## config.mk

```make
export PLATFORM = sky130hd
export DESIGN_NAME = xml_entity_decoder_unit
export DESIGN_NICKNAME = d
export VERILOG_FILES = /design/src/rtl/xed_pkg.sv /design/src/rtl/xml_entity_decoder_unit.sv /design/src/rtl/xed_front.sv /design/src/rtl/xed_cmd_queue.sv /design/src/rtl/xed_back.sv
export SDC_FILE = /design/constraint.sdc
export NUM_CORES = 1
export LEC_CHECK = 0
export BUFFER_PORTS_ARGS = -buffer_cell sky130_fd_sc_hd__buf_2
export CORE_ASPECT_RATIO = 1.4
export CORE_MARGIN = 10
export CORE_UTILIZATION = 60
export DETAILED_ROUTE_END_ITERATION = 12
export PLACE_DENSITY = 0.72
export RECOVER_POWER = 50
export SLEW_MARGIN = 10
export SYNTH_ARGS = -nofsm -noshare
export SYNTH_HDL_FRONTEND = slang
export SYNTH_HIERARCHICAL = 1
export SYNTH_SLANG_ARGS = --single-unit
```

## constraint.sdc

```tcl
create_clock -name clk_i -period 5 [get_ports clk_i]
set_input_delay 0.25 -clock clk_i [delete_from_list [all_inputs] [get_ports clk_i]]
set_output_delay 0.25 -clock clk_i [all_outputs]
set_load 0.02 [all_outputs]
```

## src/rtl/xed_pkg.sv

```systemverilog
`default_nettype none

package xed_pkg;

  // Sizing
  localparam int unsigned MaxEntityDefault = 16;
  // Flush length field in a command; holds any entity length up to 127
  localparam int unsigned LenMaxW          = 7;
  localparam int unsigned QueueDepth       = 2;
  localparam int unsigned NumNames         = 5;

  // Characters
  localparam logic [7:0] ChAmp  = 8'h26;
  localparam logic [7:0] ChSemi = 8'h3B;
  localparam logic [7:0] ChHash = 8'h23;
  localparam logic [7:0] ChLowX = 8'h78;
  localparam logic [7:0] ChUpX  = 8'h58;
  localparam logic [7:0] ChZero = 8'h30;
  localparam logic [7:0] ChLt   = 8'h3C;
  localparam logic [7:0] ChGt   = 8'h3E;
  localparam logic [7:0] ChQuot = 8'h22;
  localparam logic [7:0] ChApos = 8'h27;

  // Named entity indexes
  localparam int unsigned NameAmp  = 0;
  localparam int unsigned NameLt   = 1;
  localparam int unsigned NameGt   = 2;
  localparam int unsigned NameQuot = 3;
  localparam int unsigned NameApos = 4;

  // UTF-8 lead and continuation marks
  localparam logic [7:0] Utf8Lead2 = 8'hC0;
  localparam logic [7:0] Utf8Lead3 = 8'hE0;
  localparam logic [7:0] Utf8Lead4 = 8'hF0;
  localparam logic [7:0] Utf8Cont  = 8'h80;

  typedef struct packed {
    logic [7:0] in_byte;
    logic       run_end;
  } in_item_t;

  typedef struct packed {
    logic [7:0] out_byte;
    logic       run_last;
    logic       text_done;
  } out_item_t;

  typedef enum logic [2:0] {
    ModePass = 3'b001,
    ModeEnt  = 3'b010,
    ModeLong = 3'b100
  } mode_e;

  typedef enum logic [0:0] {
    CmdSeq   = 1'b0,
    CmdFlush = 1'b1
  } cmd_kind_e;

  // One command per transaction that produces output
  typedef struct packed {
    cmd_kind_e            kind;
    logic [3:0][7:0]      bytes;      // sequence bytes; bytes[0] is the flush trailer
    logic [1:0]           last_idx;   // index of the final sequence byte
    logic [LenMaxW-1:0]   flush_len;  // buffered name bytes to replay
    logic                 trail;      // flush ends with bytes[0]
    logic                 run_end;
  } cmd_t;

  typedef struct packed {
    logic [3:0][7:0] bytes;
    logic [1:0]      last_idx;
  } utf8_t;

  typedef struct packed {
    logic               en;
    logic [LenMaxW-1:0] addr;
    logic [7:0]         data;
  } buf_wr_t;

  typedef struct packed {
    logic flush_done;
  } back_status_t;

  // Name characters, byte i at bits [8*i +: 8]
  function automatic logic [31:0] name_word(input int unsigned k);
    logic [31:0] w;
    unique case (k)
      NameAmp:  w = 32'h00_70_6D_61;
      NameLt:   w = 32'h00_00_74_6C;
      NameGt:   w = 32'h00_00_74_67;
      NameQuot: w = 32'h74_6F_75_71;
      NameApos: w = 32'h73_6F_70_61;
      default:  w = '0;
    endcase
    return w;
  endfunction

  // One character of a name
  function automatic logic [7:0] name_char(input int unsigned k, input logic [1:0] i);
    logic [31:0] w;
    w = name_word(k);
    return w[8*i +: 8];
  endfunction

  function automatic logic [2:0] name_size(input int unsigned k);
    logic [2:0] n;
    unique case (k)
      NameAmp:  n = 3'd3;
      NameLt:   n = 3'd2;
      NameGt:   n = 3'd2;
      NameQuot: n = 3'd4;
      NameApos: n = 3'd4;
      default:  n = 3'd0;
    endcase
    return n;
  endfunction

  function automatic logic [7:0] name_byte(input int unsigned k);
    logic [7:0] b;
    unique case (k)
      NameAmp:  b = ChAmp;
      NameLt:   b = ChLt;
      NameGt:   b = ChGt;
      NameQuot: b = ChQuot;
      NameApos: b = ChApos;
      default:  b = '0;
    endcase
    return b;
  endfunction

  // Encode a code point as 1 to 4 UTF-8 bytes
  function automatic utf8_t utf8_encode(input logic [63:0] cp);
    utf8_t r;
    r = '0;
    if (cp[63:7] == '0) begin
      r.bytes[0] = cp[7:0];
      r.last_idx = 2'd0;
    end else if (cp[63:11] == '0) begin
      r.bytes[0] = Utf8Lead2 | {3'b000, cp[10:6]};
      r.bytes[1] = Utf8Cont | {2'b00, cp[5:0]};
      r.last_idx = 2'd1;
    end else if (cp[63:16] == '0) begin
      r.bytes[0] = Utf8Lead3 | {4'b0000, cp[15:12]};
      r.bytes[1] = Utf8Cont | {2'b00, cp[11:6]};
      r.bytes[2] = Utf8Cont | {2'b00, cp[5:0]};
      r.last_idx = 2'd2;
    end else begin
      r.bytes[0] = Utf8Lead4 | cp[25:18];
      r.bytes[1] = Utf8Cont | {2'b00, cp[17:12]};
      r.bytes[2] = Utf8Cont | {2'b00, cp[11:6]};
      r.bytes[3] = Utf8Cont | {2'b00, cp[5:0]};
      r.last_idx = 2'd3;
    end
    return r;
  endfunction

endpackage

`default_nettype wire

```

## src/rtl/xml_entity_decoder_unit.sv

```systemverilog
// Byte-stream XML entity decoder. Each input transaction carries one byte of a
// text run; output transactions carry decoded bytes, with run_last on the last
// byte caused by an input and text_done on the last byte of the run. Plain
// bytes, named entities and numeric entities (1 to 4 UTF-8 bytes) leave at one
// output byte per cycle while the output is not stalled, through the command
// queue, the back sequencer and its output register, so plain text streams at
// one byte per cycle. The back sequencer emits one byte per cycle unless stalled,
// and a numeric entity gives up to four bytes. A literal replay of an unknown,
// over-long or unterminated entity reads the name buffer through its single read
// port, sending '&', the name and any trailing byte; input stalls until it is done.
`default_nettype none

module xml_entity_decoder_unit #(
  parameter int unsigned MaxEntity = xed_pkg::MaxEntityDefault
) (
  input  wire logic               clk_i,
  input  wire logic               rst_ni,
  input  wire logic               in_valid_i,
  output logic                    in_stall_o,
  input  wire xed_pkg::in_item_t  in_data_i,
  output logic                    out_valid_o,
  input  wire logic               out_stall_i,
  output xed_pkg::out_item_t      out_data_o
);

  logic                  push;
  logic                  full;
  logic                  pop;
  logic                  empty;
  xed_pkg::cmd_t         cmd_in;
  xed_pkg::cmd_t         cmd_out;
  xed_pkg::buf_wr_t      buf_wr;
  xed_pkg::back_status_t back_status;

  // Accept and classify bytes
  xed_front #(
    .MaxEntity (MaxEntity)
  ) u_front (
    .clk_i      (clk_i),
    .rst_ni     (rst_ni),
    .in_valid_i (in_valid_i),
    .in_stall_o (in_stall_o),
    .in_data_i  (in_data_i),
    .push_o     (push),
    .cmd_o      (cmd_in),
    .full_i     (full),
    .wr_o       (buf_wr),
    .status_i   (back_status)
  );

  // Decouple front and back
  xed_cmd_queue u_queue (
    .clk_i   (clk_i),
    .rst_ni  (rst_ni),
    .push_i  (push),
    .cmd_i   (cmd_in),
    .full_o  (full),
    .pop_i   (pop),
    .empty_o (empty),
    .cmd_o   (cmd_out)
  );

  // Emit output bytes
  xed_back #(
    .MaxEntity (MaxEntity)
  ) u_back (
    .clk_i       (clk_i),
    .rst_ni      (rst_ni),
    .empty_i     (empty),
    .cmd_i       (cmd_out),
    .pop_o       (pop),
    .wr_i        (buf_wr),
    .status_o    (back_status),
    .out_valid_o (out_valid_o),
    .out_stall_i (out_stall_i),
    .out_data_o  (out_data_o)
  );

endmodule

`default_nettype wire

```

## src/rtl/xed_front.sv

```systemverilog
`default_nettype none

module xed_front #(
  parameter int unsigned MaxEntity = xed_pkg::MaxEntityDefault
) (
  input  wire logic                 clk_i,
  input  wire logic                 rst_ni,
  input  wire logic                 in_valid_i,
  output logic                      in_stall_o,
  input  wire xed_pkg::in_item_t    in_data_i,
  output logic                      push_o,
  output xed_pkg::cmd_t             cmd_o,
  input  wire logic                 full_i,
  output xed_pkg::buf_wr_t          wr_o,
  input  wire xed_pkg::back_status_t status_i
);

  localparam int unsigned LenW = $clog2(MaxEntity + 1);

  xed_pkg::mode_e                   mode_q, mode_d;
  logic [LenW-1:0]                  len_q, len_d;
  logic [63:0]                      dec_q, dec_d;
  logic [63:0]                      hex_q, hex_d;
  logic [xed_pkg::NumNames-1:0]     nm_q, nm_d;
  logic                             hash_q, hash_d;
  logic                             hexform_q, hexform_d;
  logic                             hold_q, hold_d;

  logic                             accept;
  logic [7:0]                       c;
  logic                             endr;
  logic [xed_pkg::NumNames-1:0]     hit;
  logic [7:0]                       rep;
  logic [3:0]                       dv;
  xed_pkg::utf8_t                   enc;

  // Stall while the queue is full or a literal flush still reads the buffer
  assign in_stall_o = full_i || hold_q;
  assign accept     = in_valid_i && !in_stall_o;
  assign c          = in_data_i.in_byte;
  assign endr       = in_data_i.run_end;

  // Match named entities and pick the replacement byte
  always_comb begin
    rep = '0;
    for (int k = 0; k < xed_pkg::NumNames; k++) begin
      hit[k] = nm_q[k] && (len_q == LenW'(xed_pkg::name_size(k)));
      if (hit[k]) begin
        rep = xed_pkg::name_byte(k);
      end
    end
  end

  // Hex digit value; anything else adds nothing
  always_comb begin
    if (c >= 8'h30 && c <= 8'h39) begin
      dv = c[3:0];
    end else if ((c >= 8'h61 && c <= 8'h66) || (c >= 8'h41 && c <= 8'h46)) begin
      dv = 4'(c[3:0] + 4'd9);
    end else begin
      dv = 4'd0;
    end
  end

  assign enc = xed_pkg::utf8_encode(hexform_q ? hex_q : dec_q);

  // Classify each transaction and issue at most one command
  always_comb begin
    mode_d    = mode_q;
    len_d     = len_q;
    dec_d     = dec_q;
    hex_d     = hex_q;
    nm_d      = nm_q;
    hash_d    = hash_q;
    hexform_d = hexform_q;
    hold_d    = hold_q;
    push_o    = 1'b0;
    cmd_o     = '0;
    cmd_o.run_end = endr;
    wr_o      = '0;

    if (status_i.flush_done) begin
      hold_d = 1'b0;
    end

    if (accept) begin
      unique case (mode_q)
        xed_pkg::ModeEnt: begin
          if (c == xed_pkg::ChSemi) begin
            mode_d = xed_pkg::ModePass;
            push_o = 1'b1;
            if (|hit) begin
              cmd_o.kind     = xed_pkg::CmdSeq;
              cmd_o.bytes[0] = rep;
            end else if (len_q > LenW'(1) && hash_q) begin
              cmd_o.kind     = xed_pkg::CmdSeq;
              cmd_o.bytes    = enc.bytes;
              cmd_o.last_idx = enc.last_idx;
            end else begin
              cmd_o.kind      = xed_pkg::CmdFlush;
              cmd_o.flush_len = xed_pkg::LenMaxW'(len_q);
              cmd_o.trail     = 1'b1;
              cmd_o.bytes[0]  = xed_pkg::ChSemi;
            end
          end else if (len_q >= LenW'(MaxEntity)) begin
            // Over-long name: replay it and the current byte, then copy
            mode_d          = xed_pkg::ModeLong;
            push_o          = 1'b1;
            cmd_o.kind      = xed_pkg::CmdFlush;
            cmd_o.flush_len = xed_pkg::LenMaxW'(len_q);
            cmd_o.trail     = 1'b1;
            cmd_o.bytes[0]  = c;
          end else begin
            // Absorb the byte into the name
            if (len_q != '0) begin
              dec_d = (dec_q << 3) + (dec_q << 1) + {{56{c[7]}}, c}
                      - {56'd0, xed_pkg::ChZero};
            end
            if (len_q >= LenW'(2)) begin
              hex_d = {hex_q[59:0], dv};
            end
            if (len_q == '0) begin
              hash_d = (c == xed_pkg::ChHash);
            end
            if (len_q == LenW'(1)) begin
              hexform_d = (c == xed_pkg::ChLowX) || (c == xed_pkg::ChUpX);
            end
            for (int k = 0; k < xed_pkg::NumNames; k++) begin
              nm_d[k] = nm_q[k] && (len_q < LenW'(xed_pkg::name_size(k)))
                        && (c == xed_pkg::name_char(k, len_q[1:0]));
            end
            wr_o.en   = 1'b1;
            wr_o.addr = xed_pkg::LenMaxW'(len_q);
            wr_o.data = c;
            len_d     = LenW'(len_q + LenW'(1));
            if (endr) begin
              push_o          = 1'b1;
              cmd_o.kind      = xed_pkg::CmdFlush;
              cmd_o.flush_len = xed_pkg::LenMaxW'(len_q + LenW'(1));
            end
          end
        end
        xed_pkg::ModeLong: begin
          push_o         = 1'b1;
          cmd_o.kind     = xed_pkg::CmdSeq;
          cmd_o.bytes[0] = c;
          if (c == xed_pkg::ChSemi) begin
            mode_d = xed_pkg::ModePass;
          end
        end
        default: begin
          // Pass-through
          if (c == xed_pkg::ChAmp) begin
            mode_d = xed_pkg::ModeEnt;
            len_d  = '0;
            dec_d  = '0;
            hex_d  = '0;
            nm_d   = '1;
            if (endr) begin
              push_o         = 1'b1;
              cmd_o.kind     = xed_pkg::CmdSeq;
              cmd_o.bytes[0] = xed_pkg::ChAmp;
            end
          end else begin
            push_o         = 1'b1;
            cmd_o.kind     = xed_pkg::CmdSeq;
            cmd_o.bytes[0] = c;
          end
        end
      endcase

      if (endr) begin
        mode_d = xed_pkg::ModePass;
      end
      if (push_o && cmd_o.kind == xed_pkg::CmdFlush) begin
        hold_d = 1'b1;
      end
    end
  end

  // Hold the entity state
  always_ff @(posedge clk_i or negedge rst_ni) begin
    if (!rst_ni) begin
      mode_q    <= xed_pkg::ModePass;
      len_q     <= '0;
      dec_q     <= '0;
      hex_q     <= '0;
      nm_q      <= '0;
      hash_q    <= 1'b0;
      hexform_q <= 1'b0;
      hold_q    <= 1'b0;
    end else begin
      mode_q    <= mode_d;
      len_q     <= len_d;
      dec_q     <= dec_d;
      hex_q     <= hex_d;
      nm_q      <= nm_d;
      hash_q    <= hash_d;
      hexform_q <= hexform_d;
      hold_q    <= hold_d;
    end
  end

endmodule

`default_nettype wire

```

## src/rtl/xed_cmd_queue.sv

```systemverilog
`default_nettype none

module xed_cmd_queue (
  input  wire logic          clk_i,
  input  wire logic          rst_ni,
  input  wire logic          push_i,
  input  wire xed_pkg::cmd_t cmd_i,
  output logic               full_o,
  input  wire logic          pop_i,
  output logic               empty_o,
  output xed_pkg::cmd_t      cmd_o
);

  localparam int unsigned PtrW = $clog2(xed_pkg::QueueDepth);
  localparam int unsigned CntW = $clog2(xed_pkg::QueueDepth + 1);

  xed_pkg::cmd_t   entries_q [xed_pkg::QueueDepth];
  logic [PtrW-1:0] wr_ptr_q, wr_ptr_d;
  logic [PtrW-1:0] rd_ptr_q, rd_ptr_d;
  logic [CntW-1:0] cnt_q, cnt_d;
  logic            do_push;
  logic            do_pop;

  assign full_o  = (cnt_q == CntW'(xed_pkg::QueueDepth));
  assign empty_o = (cnt_q == '0);
  assign cmd_o   = entries_q[rd_ptr_q];
  assign do_push = push_i && !full_o;
  assign do_pop  = pop_i && !empty_o;

  // Advance pointers with wrap and track the fill level
  always_comb begin
    wr_ptr_d = wr_ptr_q;
    rd_ptr_d = rd_ptr_q;
    cnt_d    = cnt_q;
    if (do_push) begin
      wr_ptr_d = (wr_ptr_q == PtrW'(xed_pkg::QueueDepth - 1)) ? '0 : PtrW'(wr_ptr_q + 1'b1);
    end
    if (do_pop) begin
      rd_ptr_d = (rd_ptr_q == PtrW'(xed_pkg::QueueDepth - 1)) ? '0 : PtrW'(rd_ptr_q + 1'b1);
    end
    if (do_push && !do_pop) begin
      cnt_d = CntW'(cnt_q + 1'b1);
    end else if (do_pop && !do_push) begin
      cnt_d = CntW'(cnt_q - 1'b1);
    end
  end

  always_ff @(posedge clk_i or negedge rst_ni) begin
    if (!rst_ni) begin
      wr_ptr_q <= '0;
      rd_ptr_q <= '0;
      cnt_q    <= '0;
    end else begin
      wr_ptr_q <= wr_ptr_d;
      rd_ptr_q <= rd_ptr_d;
      cnt_q    <= cnt_d;
    end
  end

  // Store commands
  always_ff @(posedge clk_i) begin
    if (do_push) begin
      entries_q[wr_ptr_q] <= cmd_i;
    end
  end

endmodule

`default_nettype wire

```

## src/rtl/xed_back.sv

```systemverilog
`default_nettype none

module xed_back #(
  parameter int unsigned MaxEntity = xed_pkg::MaxEntityDefault
) (
  input  wire logic              clk_i,
  input  wire logic              rst_ni,
  input  wire logic              empty_i,
  input  wire xed_pkg::cmd_t     cmd_i,
  output logic                   pop_o,
  input  wire xed_pkg::buf_wr_t  wr_i,
  output xed_pkg::back_status_t  status_o,
  output logic                   out_valid_o,
  input  wire logic              out_stall_i,
  output xed_pkg::out_item_t     out_data_o
);

  localparam int unsigned AddrW = $clog2(MaxEntity);
  localparam int unsigned IdxW  = $clog2(MaxEntity + 2);

  logic [7:0]          name_mem [MaxEntity];
  logic [7:0]          rd_q;
  logic [AddrW-1:0]    rd_addr;

  logic                busy_q, busy_d;
  xed_pkg::cmd_t       cmd_q, cmd_d;
  logic [IdxW-1:0]     idx_q, idx_d;
  logic                out_valid_q, out_valid_d;
  xed_pkg::out_item_t  out_q, out_d;

  logic                fire;
  logic                last;
  logic [7:0]          step_byte;
  logic [IdxW-1:0]     flen;

  assign flen = IdxW'(cmd_q.flush_len);
  assign fire = busy_q && (!out_valid_q || !out_stall_i);

  // Pick the byte of the current step
  always_comb begin
    if (cmd_q.kind == xed_pkg::CmdSeq) begin
      step_byte = cmd_q.bytes[idx_q[1:0]];
      last      = (idx_q == IdxW'(cmd_q.last_idx));
    end else begin
      if (idx_q == '0) begin
        step_byte = xed_pkg::ChAmp;
      end else if (idx_q <= flen) begin
        step_byte = rd_q;
      end else begin
        step_byte = cmd_q.bytes[0];
      end
      last = (idx_q == IdxW'(flen + IdxW'(cmd_q.trail)));
    end
  end

  // Sequence the steps and load the next command when idle or on the final step
  always_comb begin
    busy_d      = busy_q;
    cmd_d       = cmd_q;
    idx_d       = idx_q;
    out_valid_d = out_valid_q;
    out_d       = out_q;
    pop_o       = !empty_i && (!busy_q || (fire && last));

    if (fire) begin
      idx_d           = IdxW'(idx_q + 1'b1);
      out_valid_d     = 1'b1;
      out_d.out_byte  = step_byte;
      out_d.run_last  = last;
      out_d.text_done = last && cmd_q.run_end;
      if (last) begin
        busy_d = 1'b0;
      end
    end else if (!out_stall_i) begin
      out_valid_d = 1'b0;
    end

    if (pop_o) begin
      busy_d = 1'b1;
      cmd_d  = cmd_i;
      idx_d  = '0;
    end
  end

  assign status_o.flush_done = fire && last && (cmd_q.kind == xed_pkg::CmdFlush);

  // Read ahead so the name byte for the next step is ready
  assign rd_addr = (idx_d == '0) ? '0 : AddrW'(idx_d - 1'b1);

  always_ff @(posedge clk_i or negedge rst_ni) begin
    if (!rst_ni) begin
      busy_q      <= 1'b0;
      idx_q       <= '0;
      out_valid_q <= 1'b0;
    end else begin
      busy_q      <= busy_d;
      idx_q       <= idx_d;
      out_valid_q <= out_valid_d;
    end
  end

  always_ff @(posedge clk_i) begin
    cmd_q <= cmd_d;
    out_q <= out_d;
  end

  // Name buffer: one write port, one registered read port
  always_ff @(posedge clk_i) begin
    if (wr_i.en) begin
      name_mem[wr_i.addr[AddrW-1:0]] <= wr_i.data;
    end
    rd_q <= name_mem[rd_addr];
  end

  assign out_valid_o = out_valid_q;
  assign out_data_o  = out_q;

endmodule

`default_nettype wire

```

==> impl_metrics.tcl, run 1 <==
set metrics [dict create \
    viasPerCell 6.32 \
    final_cells 2960 \
    required_ps 5410 \
    cp_num_buf_inv 2 \
    ant_nets 0 \
    antenna_found_initial 3 \
    cp-end-kind "flop" \
    syn_area_um2 25700 \
    max_cap_violations 6 \
    design.core.area_um2 42200 \
    setup_violations 0 \
    die_area_um2 51600 \
    combPwrFrac 0.400 \
    std_cell_rows 89 \
    wl_met1_mm 25.0 \
    place_inst 2878 \
    tns_ps 0 \
    switching_share 0.381 \
    drv_slew 230 \
    worstHoldPathCells 3 \
    dr_wl_met2_mm 33.2 \
    initial_core_util 0.608 \
    critical_path_arrival_ps 4990 \
    finalCritPeriodShare 0.915 \
    drc 0 \
    grt-ovfl-total 0 \
    hold_path.startpoint "in_data_i[6]" \
    clkSlewWorstSetupHoldPaths_ps 60 \
    powerDensity_nw_per_um2 462 \
    htree_levels 2 \
    routed.top_layer "met5" \
    slew-limit-headroom -1.28 \
    timing.fmax_mhz 218 \
    worstPathCellList "inv_1, ha_1, fa_1, inv_1, ha_1, a21oi_1, o21ai_0, a221oi_1, nand3_1, a211oi_1, o21ai_1, a21boi_0, xor2_1, o21ai_0" \
    post_drt_wl_per_cell_um 22.0 \
    hold_class "in -> reg" \
    fp.dieW_um 195 \
    root_buffer "clkbuf_16" \
    period_needed_ps 4580 \
    postCtsSetupBuffers 0 \
    num_vias 18700 \
    cts_sinks 427 \
    p_leak_uw 0.0112 \
    ys.warnings.count 6 \
    grt_max_degree 57 \
    r2r_start "u_front/dec_q[15]" \
    clock_latency_ps 570 \
    vdd_drop_max_mv 0.260 \
    io_pins 25 \
    setup.worst_path.start_class "flop" \
    routed_wl_mm 65.1 \
    cts_tree "built" \
    slowest_stage "a211oi_1" \
    clockPowerShare 0.249 \
    clockBufferDepth 3 \
    total_power_uw 12600 \
    syn_avg_cell_area_um2 10.8 \
    met3WireLength_mm 3.06 \
    crit_start "u_front/dec_q[15]" \
    netlist_instances 2387 \
    crit_fanout 8 \
    switching_power_uw 4820 \
    io_buffer_count 24 \
    numCtsBuffers 43 \
    critPathKind "reg -> reg" \
    gp_congestion 0.960 \
    p_int_uw 7820 \
    dieHeight_um 265 \
    place_area_um2 26200 \
    grt_pass1_wl_mm 103 \
    outcome "finished with violations" \
    drtIter0Drc 1530 \
    reg2reg_depth 14 \
    critical_path.top_delay_family "compound AO/OA/AOI/OAI gates" \
    dp_hpwl_mm 47.7 \
    pwr-share-seq 0.351 \
    final_hold_viol_count 0 \
    drtPass1Iterations 6 \
    hold_slack_ps 99.9 \
    slowest_delay_ps 600 \
    area_delta_synth_final_pct 6.57 \
    worst_pin_slew_ps 3420 \
    rsz0062_at_grt "no" \
    final_nets 2597 \
    path_depth 14 \
    design_area_um2 27400 \
    failed_checks "max-capacitance violations, max-slew violations" \
    grt_util_all_layers 0.248 \
    drive_gt1_frac 0.0738 \
    grt_pass1_vias 19000 \
    clock_skew_ps 20.2 \
]
## per-stage QoR
| step | worst slack, ps | util |
|---|---|---|
| 2_1_floorplan | 530 | - |
| 4_1_cts | 436 | 0.653 |
| 5_1_grt | 112 | 0.648 |
| 3_5_place_dp | 119 | 0.621 |
| 3_3_place_gp | 191 | 0.621 |
| 6_report | 423 | 0.648 |
## power groups by stage
stage / logic (uW) / clock network [uW] / registers [uW]
floorplan: 3920 / 0 / 4400
global placement: 5040 / 0 / 4490
detailed placement: 5110 / 0 / 4510
CTS: 5150 / 3210 / 4440
global route: 5530 / 3340 / 4460
finish: 5060 / 3140 / 4430
## final timing paths
check | endpoint | slack, ps
setup / recovery | u_front/dec_q[59] | 420
hold / removal | u_front/nm_q[4] | 100
setup reg to reg | u_front/dec_q[59] | 420
hold reg to reg | u_front/dec_q[9] | 480
max in group asynchronous | u_front/hex_q[50] | 770
min in group asynchronous | u_back/idx_q[0] | 1370
## state kept, by name, summed over array words and instances (netlist names)
register	cells
u_back/busy_q	1
u_back/cmd_q	42
u_back/idx_q	5
u_back/name_mem	128
u_back/out_data_o	10
u_back/out_valid_o	1
u_back/rd_q	8
u_front/dec_q	64
u_front/hash_q	1
u_front/hex_q	64
u_front/hexform_q	1
u_front/hold_q	1
u_front/len_q	5
u_front/mode_q	3
u_front/nm_q	5
u_queue/cnt_q	2
u_queue/entries_q	84
u_queue/rd_ptr_q	1
u_queue/wr_ptr_q	1
## layout by cell type, fill, tap and decap left out, drive strengths merged, types with 21 or more instances in the layout
cell	count
clkbuf	73
a21o	30
ha	144
a31oi	22
a22o	78
nand3	29
nand2b	23
nor4	28
dfrtp	154
mux2	51
mux4	21
clkinv	21
nand4	44
buf	35
nand2	217
inv	257
xnor2	39
o211ai	29
nor2	144
xor2	34
nor3	31
fa	61
a21oi	133
edfxtp	264
mux2i	28
o21ai	146
or3	21
## metal layers
metal,global-route usage,vias up
met3,0.0306,198
met2,0.438,661
met5,0,-
li1,-,8611
met1,0.285,9237
met4,0.140,4
## tightest hold or removal path, cell delays in order
cell	delay, ps
buf_2	140
nand3_1	130
o31ai_1	90
## layout make-up
cell class	count	area, um2
multi-input combinational	1592	12000
clock inverter	32	254
fill	3390	14900
clock buffer	47	1100
timing repair buffer	63	370
inverter	252	952
antenna	1	2.50
tap	546	683
sequential	427	12000
## repair_timing
item | 4_1_cts | 5_1_grt
resized for setup | 0 | 0
hold endpoints to repair | 48 | 0
hold buffers | 2 | 0
(Power assumes the default switching activity.)
==> run 2, diff against run 1 <==
ABC_AREA = 1   (was default)
==> impl_metrics.tcl, run 2 <==
set metrics [dict create \
    outcome "finished with violations" \
    failed_checks "max-capacitance violations, max-slew violations" \
    drive_gt1_frac 0.0596 \
    syn_area_um2 27700 \
    design.core.area_um2 45800 \
    diodes 0 \
    post_drt_wl_per_cell_um 21.0 \
    clockBufferDepth 3 \
    fp.dieW_um 201 \
    grt_pass1_vias 23400 \
    dieHeight_um 274 \
    required_ps 5240 \
    grt-ovfl-total 0 \
    root_buffer "clkbuf_16" \
    cts_sinks 427 \
    dp_hpwl_mm 63.7 \
    initial_core_util 0.603 \
    design_area_um2 29300 \
    final_hold_viol_count 0 \
    cp-end-kind "flop" \
    place_area_um2 28200 \
    slew-limit-headroom -1.70 \
    routed_wl_mm 84.0 \
    drtIter0Drc 1743 \
    netlist_instances 3332 \
    rsz0062_at_grt "no" \
    p_leak_uw 0.0134 \
    mostFrequentLayoutCell "nand2_1" \
    setup.worst_path.start_class "flop" \
    io_pins 25 \
    critPathKind "reg -> reg" \
    numCtsBuffers 42 \
    htree_levels 2 \
    powerDensity_nw_per_um2 739 \
    ys.warnings.count 6 \
    gp_congestion 1.04 \
    period_needed_ps 4290 \
    grt_util_all_layers 0.301 \
    worst_pin_slew_ps 4040 \
    std_cell_rows 93 \
    crit_fanout 26 \
    antenna_found_initial 2 \
    ctsResizeCount 0 \
    viasPerCell 5.74 \
    drc 0 \
    critical_path_arrival_ps 4530 \
    io_buffer_count 24 \
    syn_avg_cell_area_um2 8.30 \
    cts_tree "built" \
    layout_common_cells "nand2_1 (749), inv_1 (541), nor2_1 (381), edfxtp_1 (264), nand3_1 (225)" \
    final_nets 3560 \
    drtPass1Iterations 9 \
    clock_latency_ps 590 \
    ant_nets 0 \
    drv_slew 101 \
    vdd_drop_max_mv 0.471 \
    clkSlewWorstSetupHoldPaths_ps 70 \
    setup_violations 0 \
    dpl_worst_slack_ps 556 \
    clock_skew_ps 23.2 \
    largest_reg_flops 128 \
    final_util 0.639 \
    num_vias 22900 \
    tns_ps 0 \
    finalCritPeriodShare 0.858 \
    grt_max_degree 83 \
    max_cap_violations 2 \
    area_delta_synth_final_pct 6.00 \
    total_power_uw 21700 \
    setup_ws_ps 709 \
    timing.fmax_mhz 233 \
    grt_pass1_wl_mm 128 \
    die_area_um2 55200 \
    hold_class "in -> reg" \
]
-- run 2: cell type report --
| cell class | count | area, um2 |
|---|---|---|
| clock inverter | 29 | 308 |
| sequential | 427 | 12000 |
| tap | 617 | 772 |
| fill | 4089 | 16500 |
| clock buffer | 48 | 1070 |
| inverter | 570 | 2140 |
| multi-input combinational | 2241 | 12700 |
| timing repair buffer | 60 | 389 |
-- run 2: worst max-delay path, cell delays in order (launching register included) --
cell,delay [ps]
dfrtp_1,380
nor3_1,820
nor2_1,350
a31oi_1,380
and2_0,260
o21ai_0,140
nor2_1,1070
buf_4,520
-- run 2: final timing paths --
kind	startpoint	endpoint	slack, ps	depth (start not counted)
max	u_front/mode_q[2]	u_queue/entries_q[1][40]	710	7
min	in_data_i[5]	u_front/hexform_q	110	3
max reg2reg	u_front/mode_q[2]	u_queue/entries_q[1][40]	710	7
min reg2reg	u_queue/wr_ptr_q	u_queue/wr_ptr_q	500	2
max in group asynchronous	rst_ni	u_front/hex_q[39]	850	3
min in group asynchronous	rst_ni	u_queue/rd_ptr_q	1630	2
-- run 2: repair_timing --
item | 4_1_cts | 5_1_grt
hold endpoints to repair | 55 | 0
hold buffers | 3 | 0
setup buffers | 0 | 0
endpoints found under the setup margin | 0 | 0
-- run 2: where the power goes --
group | switching [uW] | internal [uW] | leakage, uW | total [uW]
Clock | 1430 | 1780 | 0.000664 | 3210
Sequential | 454 | 4460 | 0.00421 | 4920
Combinational | 9560 | 3990 | 0.00849 | 13500
Total | 11400 | 10200 | 0.0134 | 21700
-- run 2: per-layer routing --
metal | wire length, um | share of wire | track usage
met1 | 29100 | 0.35 | 0.303
met2 | 43600 | 0.52 | 0.559
met3 | 4250 | 0.051 | 0.0417
met4 | 7030 | 0.084 | 0.222
met5 | 11 | 0.00013 | 0
-- run 2: stage by stage --
| stage | hold slack (ps) | instances |
|---|---|---|
| after floorplan | -45.6 | 3334 |
| after global placement | 292 | 3912 |
| after detailed placement | 296 | 3912 |
| after CTS | 93.2 | 3992 |
| after global routing | 149 | 3992 |
| final | 113 | 3992 |
